File: src/hdl/sfip_pkg.sv
// package: constants, codes and types for the spi flash image programmer
package sfip_pkg;

  localparam int PAGE_BYTES   = 256;
  localparam int SECTOR_PAGES = 16;
  localparam int MAX_RESULTS  = 10;

  localparam int PAGE_SHIFT = $clog2(PAGE_BYTES);
  localparam int OFS_W      = PAGE_SHIFT;
  localparam int SEC_W      = (SECTOR_PAGES > 1) ? $clog2(SECTOR_PAGES) : 1;
  localparam int CNT_W      = $clog2(MAX_RESULTS + 1);

  localparam int VIDEO_OFFSET    = 'h4D;
  localparam int SCANLINE_OFFSET = 'h4E;

  localparam logic [15:0] PATCH_PAGE_RESET = 16'd112;

  localparam logic [7:0] OP_WRITE_ENABLE = 8'h06;
  localparam logic [7:0] OP_SECTOR_ERASE = 8'h20;
  localparam logic [7:0] OP_PAGE_PROGRAM = 8'h02;
  localparam logic [7:0] OP_READ_STATUS  = 8'h05;

  typedef enum logic [1:0] {
    REG_PATCH_PAGE     = 2'd0,
    REG_VIDEO_OPTION   = 2'd1,
    REG_SCANLINE_OPTION = 2'd2
  } reg_index_t;

  typedef enum logic [1:0] {
    ACT_DATA   = 2'd0,
    ACT_STATUS = 2'd1,
    ACT_END    = 2'd2
  } action_t;

  typedef enum logic [2:0] {
    KIND_SEND    = 3'd0,
    KIND_READ    = 3'd1,
    KIND_RELEASE = 3'd2,
    KIND_DONE    = 3'd3,
    KIND_ERROR   = 3'd4
  } kind_t;

endpackage

File: src/hdl/spi_flash_image_programmer_top.sv
// top level: spi nor page program sequencer driven by an image and status byte stream
//
// channel  direction  tdata              tuser        tlast
// s_*      in         payload[7:0]       action[1:0]  -
// m_*      out        spi_byte[7:0]      kind[2:0]    last
// cfg_*    in         cfg_data[15:0]     cfg_index    -
//
// each input request is decoded in the cycle it is accepted into a list of 1 to 9
// results; results leave one per cycle from a shift register while m_tready is high,
// so a request holds the output for as many transfers as results it causes
// a one-list skid register takes one more request while the output list drains,
// then the input stalls until that list has moved on
// synchronous reset clears phase, counters, flags and both list stages
module spi_flash_image_programmer_top (
  input  logic        clk,
  input  logic        rst,
  input  logic        s_tvalid,
  output logic        s_tready,
  input  logic [7:0]  s_tdata,   // payload[7:0]
  input  logic [1:0]  s_tuser,   // action[1:0]
  output logic        m_tvalid,
  input  logic        m_tready,
  output logic [7:0]  m_tdata,   // spi_byte[7:0]
  output logic [2:0]  m_tuser,   // kind[2:0]
  output logic        m_tlast,
  input  logic        cfg_valid,
  output logic        cfg_ready,
  input  logic [1:0]  cfg_index,
  input  logic [15:0] cfg_data
);
  import sfip_pkg::*;

  typedef enum logic [1:0] {PH_IDLE, PH_PRE, PH_PAGE, PH_POST} phase_t;

  logic [15:0] patch_page;
  logic [7:0]  video_option_value;
  logic [7:0]  scanline_option_value;

  phase_t           phase, phase_next;
  logic [15:0]      page_count, page_count_next;
  logic [SEC_W-1:0] sector_pos, sector_pos_next;
  logic [OFS_W-1:0] offset_in_page, offset_in_page_next;
  logic [7:0]       held_byte, held_byte_next;
  logic             finished, finished_next;

  kind_t      l_kind [MAX_RESULTS];
  logic [7:0] l_byte [MAX_RESULTS];
  logic [CNT_W-1:0] n;

  kind_t      a_kind [MAX_RESULTS];
  logic [7:0] a_byte [MAX_RESULTS];
  logic [CNT_W-1:0] a_cnt;
  logic       a_valid;

  kind_t      b_kind [MAX_RESULTS];
  logic [7:0] b_byte [MAX_RESULTS];
  logic [CNT_W-1:0] b_rem;

  logic       s_fire, m_fire, b_free;
  logic [39:0] addr_wide;
  logic [23:0] addr;
  logic [7:0]  pay_patched;
  logic        busy;

  assign s_fire = s_tvalid && s_tready;
  assign m_fire = m_tvalid && m_tready;
  assign b_free = (b_rem == '0) || ((b_rem == CNT_W'(1)) && m_tready);
  assign s_tready = !a_valid;
  assign cfg_ready = 1'b1;

  assign m_tvalid = (b_rem != '0);
  assign m_tdata  = b_byte[0];
  assign m_tuser  = b_kind[0];
  assign m_tlast  = (b_rem == CNT_W'(1));

  assign addr_wide = {24'b0, page_count} << PAGE_SHIFT;
  assign addr      = addr_wide[23:0];
  assign busy      = s_tdata[0];

  always_comb begin
    pay_patched = s_tdata;
    if (page_count == patch_page) begin
      if (32'(offset_in_page) == 32'(VIDEO_OFFSET)) pay_patched = video_option_value;
      else if (32'(offset_in_page) == 32'(SCANLINE_OFFSET)) pay_patched = scanline_option_value;
    end
  end

  // decode one request into its result list and next state
  always_comb begin
    n = '0;
    l_kind = '{default: KIND_SEND};
    l_byte = '{default: 8'h00};
    phase_next = phase;
    page_count_next = page_count;
    sector_pos_next = sector_pos;
    offset_in_page_next = offset_in_page;
    held_byte_next = held_byte;
    finished_next = finished;
    if (finished && phase == PH_IDLE) begin
      l_kind[n] = KIND_DONE; n = n + CNT_W'(1);
    end else begin
      unique case (phase)
        PH_IDLE: begin
          if (s_tuser == ACT_DATA) begin
            if (sector_pos == '0) begin
              l_kind[n] = KIND_SEND;    l_byte[n] = OP_WRITE_ENABLE; n = n + CNT_W'(1);
              l_kind[n] = KIND_RELEASE; n = n + CNT_W'(1);
              l_kind[n] = KIND_SEND;    l_byte[n] = OP_SECTOR_ERASE; n = n + CNT_W'(1);
              l_kind[n] = KIND_SEND;    l_byte[n] = addr[23:16];     n = n + CNT_W'(1);
              l_kind[n] = KIND_SEND;    l_byte[n] = addr[15:8];      n = n + CNT_W'(1);
              l_kind[n] = KIND_SEND;    l_byte[n] = addr[7:0];       n = n + CNT_W'(1);
              l_kind[n] = KIND_RELEASE; n = n + CNT_W'(1);
            end
            offset_in_page_next = '0;
            held_byte_next = s_tdata;
            l_kind[n] = KIND_SEND; l_byte[n] = OP_READ_STATUS; n = n + CNT_W'(1);
            l_kind[n] = KIND_READ; n = n + CNT_W'(1);
            phase_next = PH_PRE;
          end else if (s_tuser == ACT_END) begin
            finished_next = 1'b1;
            l_kind[n] = KIND_DONE; n = n + CNT_W'(1);
          end else begin
            l_kind[n] = KIND_ERROR; n = n + CNT_W'(1);
          end
        end
        PH_PAGE: begin
          if (s_tuser == ACT_DATA) begin
            l_kind[n] = KIND_SEND; l_byte[n] = pay_patched; n = n + CNT_W'(1);
            offset_in_page_next = offset_in_page + OFS_W'(1);
            if (offset_in_page == OFS_W'(PAGE_BYTES - 1)) begin
              l_kind[n] = KIND_RELEASE; n = n + CNT_W'(1);
              l_kind[n] = KIND_SEND; l_byte[n] = OP_READ_STATUS; n = n + CNT_W'(1);
              l_kind[n] = KIND_READ; n = n + CNT_W'(1);
              phase_next = PH_POST;
            end
          end else if (s_tuser == ACT_END) begin
            finished_next = 1'b1;
            offset_in_page_next = '0;
            l_kind[n] = KIND_RELEASE; n = n + CNT_W'(1);
            l_kind[n] = KIND_SEND; l_byte[n] = OP_READ_STATUS; n = n + CNT_W'(1);
            l_kind[n] = KIND_READ; n = n + CNT_W'(1);
            phase_next = PH_POST;
          end else begin
            l_kind[n] = KIND_ERROR; n = n + CNT_W'(1);
          end
        end
        PH_PRE: begin
          if (s_tuser == ACT_STATUS) begin
            if (busy) begin
              l_kind[n] = KIND_READ; n = n + CNT_W'(1);
            end else begin
              l_kind[n] = KIND_RELEASE; n = n + CNT_W'(1);
              l_kind[n] = KIND_SEND;    l_byte[n] = OP_WRITE_ENABLE; n = n + CNT_W'(1);
              l_kind[n] = KIND_RELEASE; n = n + CNT_W'(1);
              l_kind[n] = KIND_SEND;    l_byte[n] = OP_PAGE_PROGRAM; n = n + CNT_W'(1);
              l_kind[n] = KIND_SEND;    l_byte[n] = addr[23:16];     n = n + CNT_W'(1);
              l_kind[n] = KIND_SEND;    l_byte[n] = addr[15:8];      n = n + CNT_W'(1);
              l_kind[n] = KIND_SEND;    l_byte[n] = addr[7:0];       n = n + CNT_W'(1);
              l_kind[n] = KIND_SEND;    l_byte[n] = held_byte;       n = n + CNT_W'(1);
              offset_in_page_next = OFS_W'(1);
              phase_next = PH_PAGE;
            end
          end else begin
            l_kind[n] = KIND_ERROR; n = n + CNT_W'(1);
          end
        end
        PH_POST: begin
          if (s_tuser == ACT_STATUS) begin
            if (busy) begin
              l_kind[n] = KIND_READ; n = n + CNT_W'(1);
            end else begin
              l_kind[n] = KIND_RELEASE; n = n + CNT_W'(1);
              page_count_next = page_count + 16'd1;
              if (page_count == 16'hFFFF || sector_pos == SEC_W'(SECTOR_PAGES - 1)) begin
                sector_pos_next = '0;
              end else begin
                sector_pos_next = sector_pos + SEC_W'(1);
              end
              offset_in_page_next = '0;
              phase_next = PH_IDLE;
              if (finished) begin
                l_kind[n] = KIND_DONE; n = n + CNT_W'(1);
              end
            end
          end else begin
            l_kind[n] = KIND_ERROR; n = n + CNT_W'(1);
          end
        end
        default: begin
          l_kind[n] = KIND_ERROR; n = n + CNT_W'(1);
        end
      endcase
    end
  end

  always_ff @(posedge clk) begin
    if (rst) begin
      patch_page <= PATCH_PAGE_RESET;
      video_option_value <= 8'h00;
      scanline_option_value <= 8'h00;
      phase <= PH_IDLE;
      page_count <= '0;
      sector_pos <= '0;
      offset_in_page <= '0;
      held_byte <= '0;
      finished <= 1'b0;
      a_valid <= 1'b0;
      a_cnt <= '0;
      b_rem <= '0;
    end else begin
      if (cfg_valid && cfg_ready) begin
        unique case (cfg_index)
          REG_PATCH_PAGE:      patch_page <= cfg_data;
          REG_VIDEO_OPTION:    video_option_value <= cfg_data[7:0];
          REG_SCANLINE_OPTION: scanline_option_value <= cfg_data[7:0];
          default: ;
        endcase
      end
      if (s_fire) begin
        phase <= phase_next;
        page_count <= page_count_next;
        sector_pos <= sector_pos_next;
        offset_in_page <= offset_in_page_next;
        held_byte <= held_byte_next;
        finished <= finished_next;
      end
      // output list stage
      if (b_free && a_valid) begin
        b_kind <= a_kind;
        b_byte <= a_byte;
        b_rem <= a_cnt;
      end else if (b_free && s_fire) begin
        b_kind <= l_kind;
        b_byte <= l_byte;
        b_rem <= n;
      end else if (m_fire) begin
        for (int i = 0; i < MAX_RESULTS - 1; i++) begin
          b_kind[i] <= b_kind[i+1];
          b_byte[i] <= b_byte[i+1];
        end
        b_rem <= b_rem - CNT_W'(1);
      end
      // skid stage
      if (s_fire && !b_free) begin
        a_kind <= l_kind;
        a_byte <= l_byte;
        a_cnt <= n;
        a_valid <= 1'b1;
      end else if (b_free) begin
        a_valid <= 1'b0;
      end
    end
  end

  a_list_bound: assert property (@(posedge clk) disable iff (rst)
    b_rem <= CNT_W'(MAX_RESULTS))
    else $error("result list longer than its storage");

  a_skid_only_when_busy: assert property (@(posedge clk) disable iff (rst)
    a_valid |-> (b_rem != '0))
    else $error("skid list held while output list is empty");

  a_skid_nonempty: assert property (@(posedge clk) disable iff (rst)
    (s_fire && !b_free) |=> (a_cnt != '0))
    else $error("request produced an empty result list");

  a_phase_holds: assert property (@(posedge clk) disable iff (rst)
    !s_fire |=> $stable(phase) && $stable(page_count))
    else $error("sequencer state moved without a request");

endmodule
File: config.mk
export PLATFORM = sky130hd
export DESIGN_NAME = spi_flash_image_programmer_top
export DESIGN_NICKNAME = d
export VERILOG_FILES = /design/src/hdl/sfip_pkg.sv /design/src/hdl/spi_flash_image_programmer_top.sv
export SDC_FILE = /design/constraint.sdc
export NUM_CORES = 1
export LEC_CHECK = 0
export BUFFER_PORTS_ARGS = -buffer_cell sky130_fd_sc_hd__buf_4
export CAP_MARGIN = 20
export CORE_ASPECT_RATIO = 1.75
export CORE_MARGIN = 3
export CORE_UTILIZATION = 55
export DETAILED_ROUTE_END_ITERATION = 7
export PLACE_DENSITY = 0.82
export SLEW_MARGIN = 20
export SYNTH_ARGS = -nofsm -noshare
export SYNTH_HDL_FRONTEND = slang
export SYNTH_SLANG_ARGS = --single-unit
File: constraint.sdc
create_clock -name clk -period 16.4 [get_ports clk]
set_clock_uncertainty 0.2 [all_clocks]
set_input_delay 2.46 -clock clk [delete_from_list [all_inputs] [get_ports clk]]
set_output_delay 2.46 -clock clk [all_outputs]
set_load 0.05 [all_outputs]
# ---- Word-level counts from Yosys, hierarchy flattened
# Cells that the tools add are included.
dict set report op_classes {
  n_eq_ne 21
  reduce_logical 34
  n_addsub 6
  n_lt_le_gt_ge 4
  n_bitwise 14
  muxes 104
}
# op n
set op_table {}
lappend op_table {{$mux W80} 3}
lappend op_table {{$mux W72} 2}
lappend op_table {{$mux W8} 18}
lappend op_table {{$mux W27} 4}
lappend op_table {{$mux W32} 3}
lappend op_table {{$mux W21} 4}
lappend op_table {{$pmux W40 S2} 1}
lappend op_table {{$mux W34} 2}
lappend op_table {{$and A60 B60 Y60} 1}
lappend op_table {{$mux W30} 2}
lappend op_table {{$not A60 Y60} 1}
lappend op_table {{$mux W4} 14}
lappend op_table {{$mux W3} 18}
lappend op_table {{$mux W17} 2}
lappend op_table {{$demux W8 S4} 1}
lappend op_table {{$pmux W8 S2} 2}
lappend op_table {{$pmux W8 S4} 1}
lappend op_table {{$and A30 B30 Y30} 1}
lappend op_table {{$not A30 Y30} 1}
lappend op_table {{$mux W2} 13}
lappend op_table {{$demux W3 S4} 2}
lappend op_table {{$pmux W12 S2} 1}
lappend op_table {{$pmux W6 S4} 1}
lappend op_table {{$pmux W8 S3} 1}
lappend op_table {{other kinds (44)} 84}
dict set report word_totals {
  word_cells 235
  out_inout_bits 15
  in_bits 33
  ff_bits 300
}

# ---- Depth between registers and ports, before layout
dict set report depth {
  word_depth 18
  ltp_mapped 10
  depth_no_buf 9
}

# ---- Worst setup path after synthesis
# OpenSTA, ideal clock, no wires.
dict set report synth_path {
  path_type {input to register}
  from {input port m_tready}
  to {register a_byte[16] (netlist name) (enable)}
  t_arrival_ns 6.669
  n_path_buf 1
  setup_time_ns 0.532
  setup_slack_ns 8.999
  required_time_ns 15.668
  path_stages 4
  cell_sequence {a21oi_1 -> nor3_1 -> clkbuf_1 -> nor3_1}
}
dict set report synth_via {
  elab_chain_len 5
}
# element line
set synth_rtl {}
lappend synth_rtl {{from (decl)} spi_flash_image_programmer_top.sv:22} ;# input logic m_tready,
lappend synth_rtl {{$logic_and A1 B1 Y1} spi_flash_image_programmer_top.sv:67} ;# assign b_free = (b_rem == '0) || ((b_rem == CNT_W'(1)) && m_tready);
lappend synth_rtl {{$logic_or A1 B1 Y1} spi_flash_image_programmer_top.sv:67}
lappend synth_rtl {{$logic_not A1 Y1} spi_flash_image_programmer_top.sv:244} ;# if (s_fire && !b_free) begin
lappend synth_rtl {{$logic_and A1 B1 Y1} spi_flash_image_programmer_top.sv:244}
lappend synth_rtl {{$reduce_and A2 Y1 (no line)} --}
lappend synth_rtl {{to (signal assigned)} spi_flash_image_programmer_top.sv:246} ;# a_byte <= l_byte;
lappend synth_rtl {{to (decl)} spi_flash_image_programmer_top.sv:51} ;# logic [7:0] a_byte [MAX_RESULTS];
# No other way between the ends.
# A chain may end at the register's enable or synchronous reset.

# ---- Worst setup path in the final report
dict set report layout_path {
  from {input port s_tdata[0]}
  to {register b_byte[34] (netlist name), data pin}
}
dict set report layout_via {
  elab_chain_len 6
}
# element line
set layout_rtl {}
lappend layout_rtl {{from (decl)} spi_flash_image_programmer_top.sv:19} ;# input logic [7:0] s_tdata,
lappend layout_rtl {{$mux W34} spi_flash_image_programmer_top.sv:149} ;# if (busy) begin
lappend layout_rtl {{$mux W34} spi_flash_image_programmer_top.sv:148} ;# if (s_tuser == ACT_STATUS) begin
lappend layout_rtl {{$pmux W40 S2} spi_flash_image_programmer_top.sv:102} ;# unique case (phase)
lappend layout_rtl {{$mux W80} spi_flash_image_programmer_top.sv:99} ;# if (finished && phase == PH_IDLE) begin
lappend layout_rtl {{$mux W72} spi_flash_image_programmer_top.sv:232} ;# end else if (b_free && s_fire) begin
lappend layout_rtl {{$mux W80} spi_flash_image_programmer_top.sv:228} ;# if (b_free && a_valid) begin
lappend layout_rtl {{to (signal assigned)} spi_flash_image_programmer_top.sv:230} ;# b_byte <= a_byte;
lappend layout_rtl {{to (signal assigned)} spi_flash_image_programmer_top.sv:234} ;# b_byte <= l_byte;
lappend layout_rtl {{to (signal, indexed assignment)} spi_flash_image_programmer_top.sv:239} ;# b_byte[i] <= b_byte[i+1];
lappend layout_rtl {{to (decl)} spi_flash_image_programmer_top.sv:56} ;# logic [7:0] b_byte [MAX_RESULTS];
# No other way between the ends.

==> reports/summary.txt <==
status: complete, no violations
io pins: 48
crit-path max cell delay: 0.89 ns
Metal-1 WL: 8.17 mm
DR WL/cell: 19.5 um
register area share after synthesis: 0.575
initial antenna violation count: 0
Syn Area/Cell: 10.7 um^2
most frequent cells in the layout: edfxtp_1, nor2_1, nand2_1, dfxtp_1, buf_4
Setup Buffers After CTS: 0
critical path's top delay family: simple AND/OR/NAND/NOR gates
CP cell instances: buf_4 > nor3b_4 > and2_1 > nand2_1 > nor2_1 > a222oi_1 > inv_1
RSZ-0062 raised after global routing: no
DR top layer: met4
number of flops mapped to enable cells by yosys: 131
HPWL after DPL: 15.6 mm
clock-pin slew on the worst setup and hold paths: 0.07 ns
Synth Register Bits: 211
Net Sw Power: 0.000493 W
Mapped Cells: 896
Worst Hold Launch: patch_page[1]
clock buffer depth: 3
Sw Ratio: 0.314
Remaining DRCs: 0
max frequency: 214 MHz
CTS tree: yes
library cells used by synthesis: 64
Final Cycle Share: 0.285
r2r setup slk: 13.04 ns
clock tree sinks: 211
first-pass GRT wire length: 36.2 mm
dpl cells: 1109
Crit Path Class: in -> reg
initial cell density of the core: 0.566
CTS Hold Bufs: 0
fraction of layout cells with a size suffix above 1: 0.117
routed wire length on met2: 11.8 mm
Area Overhead vs Synth: 10.2%
Clock Latency Late Sink: 0.50 ns
port bufs: 46
Hold Path Class: reg -> reg
CP required: 16.56 ns
vias in the first global route: 7064
Hold Path End: patch_page[1]
largest net degree at the start of global routing: 80
clock power share: 0.273
vias per inst: 6.05
die height: 181 um
Total GRT Usage: 0.237
combinational share of power: 0.251
pwr/cell area: 148 mW/mm^2
Crit path arrival time: 4.84 ns
dominant synthesized flop cell: edfxtp_1
post-synth top area share: 0.408
post-synth top area cell: edfxtp_1
Net Count, Synth: 941
fin. max-slew vios: 0
most common cell after layout, fill and taps aside: edfxtp_1
Antenna Nets Post-Route: 0
Final nets: 948
diodes inserted: 0
number of fill cells: 1389
Reg2Reg Depth: 8
FFs w/ async S/R, synth: 0
buffering stage count on the worst path with inverters included: 2
Sum Neg Setup Slack: 0 ns
htree depth: 1
placer's final routability congestion estimate: 0.887
via count: 6919
Finished Layout Cells: 1143
Resize count post-CTS: 0
Pleak: 4.00 nW
die extent in x: 106 um
setup violators final: 0
initial DRC count: 676
maximum vdd drop: 98.5 uV
relative max-transition margin: 0.263
Final Critical Period: 4.67 ns
total CTS buffers: 19
Placeable Area: 0.0170 mm^2
startpoint types: input pin
Reg power frac: 0.476
1st-pass router iterations: 6
root buf cell: clkbuf_16
synth warn: 0
Worst Hold Depth: 2
total wire length: 22.3 mm
utilization after layout: 0.624
met3 routed WL: 1.23 mm
max cap viols: 0
CP max-delay cell: nor2_1
die area: 0.0192 mm^2
final hold vios: 0
Setup crit end kind: flop
Slew @ Worst Pin: 1.10 ns
RR Endpoint: b_byte[50]
FF-to-FF Start: phase[0]
row cnt: 63
total internal power: 0.00108 W
CP Max Fanout: 14
global route total overflow: 0
worst hold slack: 0.273 ns
mapped cell area: 0.00963 mm^2
synth top area cells: edfxtp_1, dfxtp_1, nor2_1, nand2_1, and2_1
## through the flow
stage | total power [W] | instance area [um^2] | setup WS (ns)
4_1_cts | 0.00158 | 10600 | 11.73
6_report | 0.00157 | 10600 | 11.73
5_1_grt | 0.00165 | 10600 | 11.54
3_5_place_dp | 0.00115 | 10000 | 11.22
3_3_place_gp | 0.00114 | 10000 | 11.35
2_1_floorplan | 0.00104 | 9630 | 9.00
## flip-flops by register name (all words and copies together) (netlist names), 2 cells and up
register	count
b_byte	56
a_byte	45
page_count	16
patch_page	16
b_kind	10
a_kind	9
held_byte	8
m_tdata	8
offset_in_page	8
scanline_option_value	8
video_option_value	8
a_cnt	4
b_rem	4
sector_pos	4
m_tuser	3
phase	2
## power by group through the flow
stage          Combinational [W]  Clock [W]  Sequential, W
2_1_floorplan           0.000301          0       0.000743
3_3_place_gp            0.000381          0       0.000755
3_5_place_dp            0.000393          0       0.000759
4_1_cts                 0.000393   0.000435       0.000749
5_1_grt                 0.000434   0.000458       0.000758
6_report                0.000394   0.000429       0.000748
## cells in the mapped netlist (8+ instances only)
cell,number
nand4_1,8
and2_1,46
buf_4,12
a22oi_1,30
edfxtp_1,131
a22o_1,9
nor2_1,102
a222oi_1,17
a32oi_1,8
a21oi_1,46
ha_1,12
nand2_1,84
nand3_1,8
o21ai_0,41
inv_1,33
xor2_1,21
mux2i_1,28
nor3_1,14
dfxtp_1,80
clkbuf_1,46
xnor2_1,16
## final cells by class
| class | instances | area (um^2) | area share |
|---|---|---|---|
| flip-flops and latches | 211 | 5540 | 0.521 |
| multi-input cells | 583 | 3670 | 0.346 |
| clock buffers | 22 | 507 | 0.0477 |
| clock inverters | 12 | 87.6 | 0.00825 |
| well taps | 227 | 284 | 0.0268 |
| inverters | 35 | 131 | 0.0124 |
| repair buffers | 53 | 398 | 0.0375 |
## kinds of logic (layout without fill, tap and decap cells)
group / Yosys count / count (layout) / synth area share
compound gates: 194 / 194 / 0.138
other cells: 1 / 1 / 0.000389
buf+inv: 102 / 122 / 0.0473
fa+ha+maj: 12 / 12 / 0.0156
xor+xnor: 38 / 38 / 0.0353
simple gates: 304 / 304 / 0.153
mux: 34 / 34 / 0.0361
flops: 211 / 211 / 0.575
## routing by layer
layer  vias to the layer above  track usage
li1                       3241            -
met1                      3355        0.279
met2                       249        0.423
met3                        74       0.0304
met4                         0        0.114
met5                         -            0
## worst max-delay path by stage
| stage | from | to | slack [ns] | depth (start not counted) |
|---|---|---|---|---|
| global placement | s_tdata[0] | b_byte[32] | 11.35 | 7 |
| finish | s_tdata[0] | b_byte[34] | 11.73 | 7 |
| global route | s_tdata[0] | b_byte[34] | 11.54 | 7 |
| floorplan | m_tready | a_byte[16] | 9.00 | 4 |
| detailed placement | s_tdata[0] | b_byte[34] | 11.22 | 7 |
| CTS | s_tdata[0] | b_byte[34] | 11.73 | 7 |
## worst min-delay path, delay by kind of cell (launching register included)
family | cells | cell delay, ns
simple gates | 1 | 0.05
compound gates | 1 | 0.06
flops | 1 | 0.32
No activity file was read; power rests on OpenSTA's default activity.
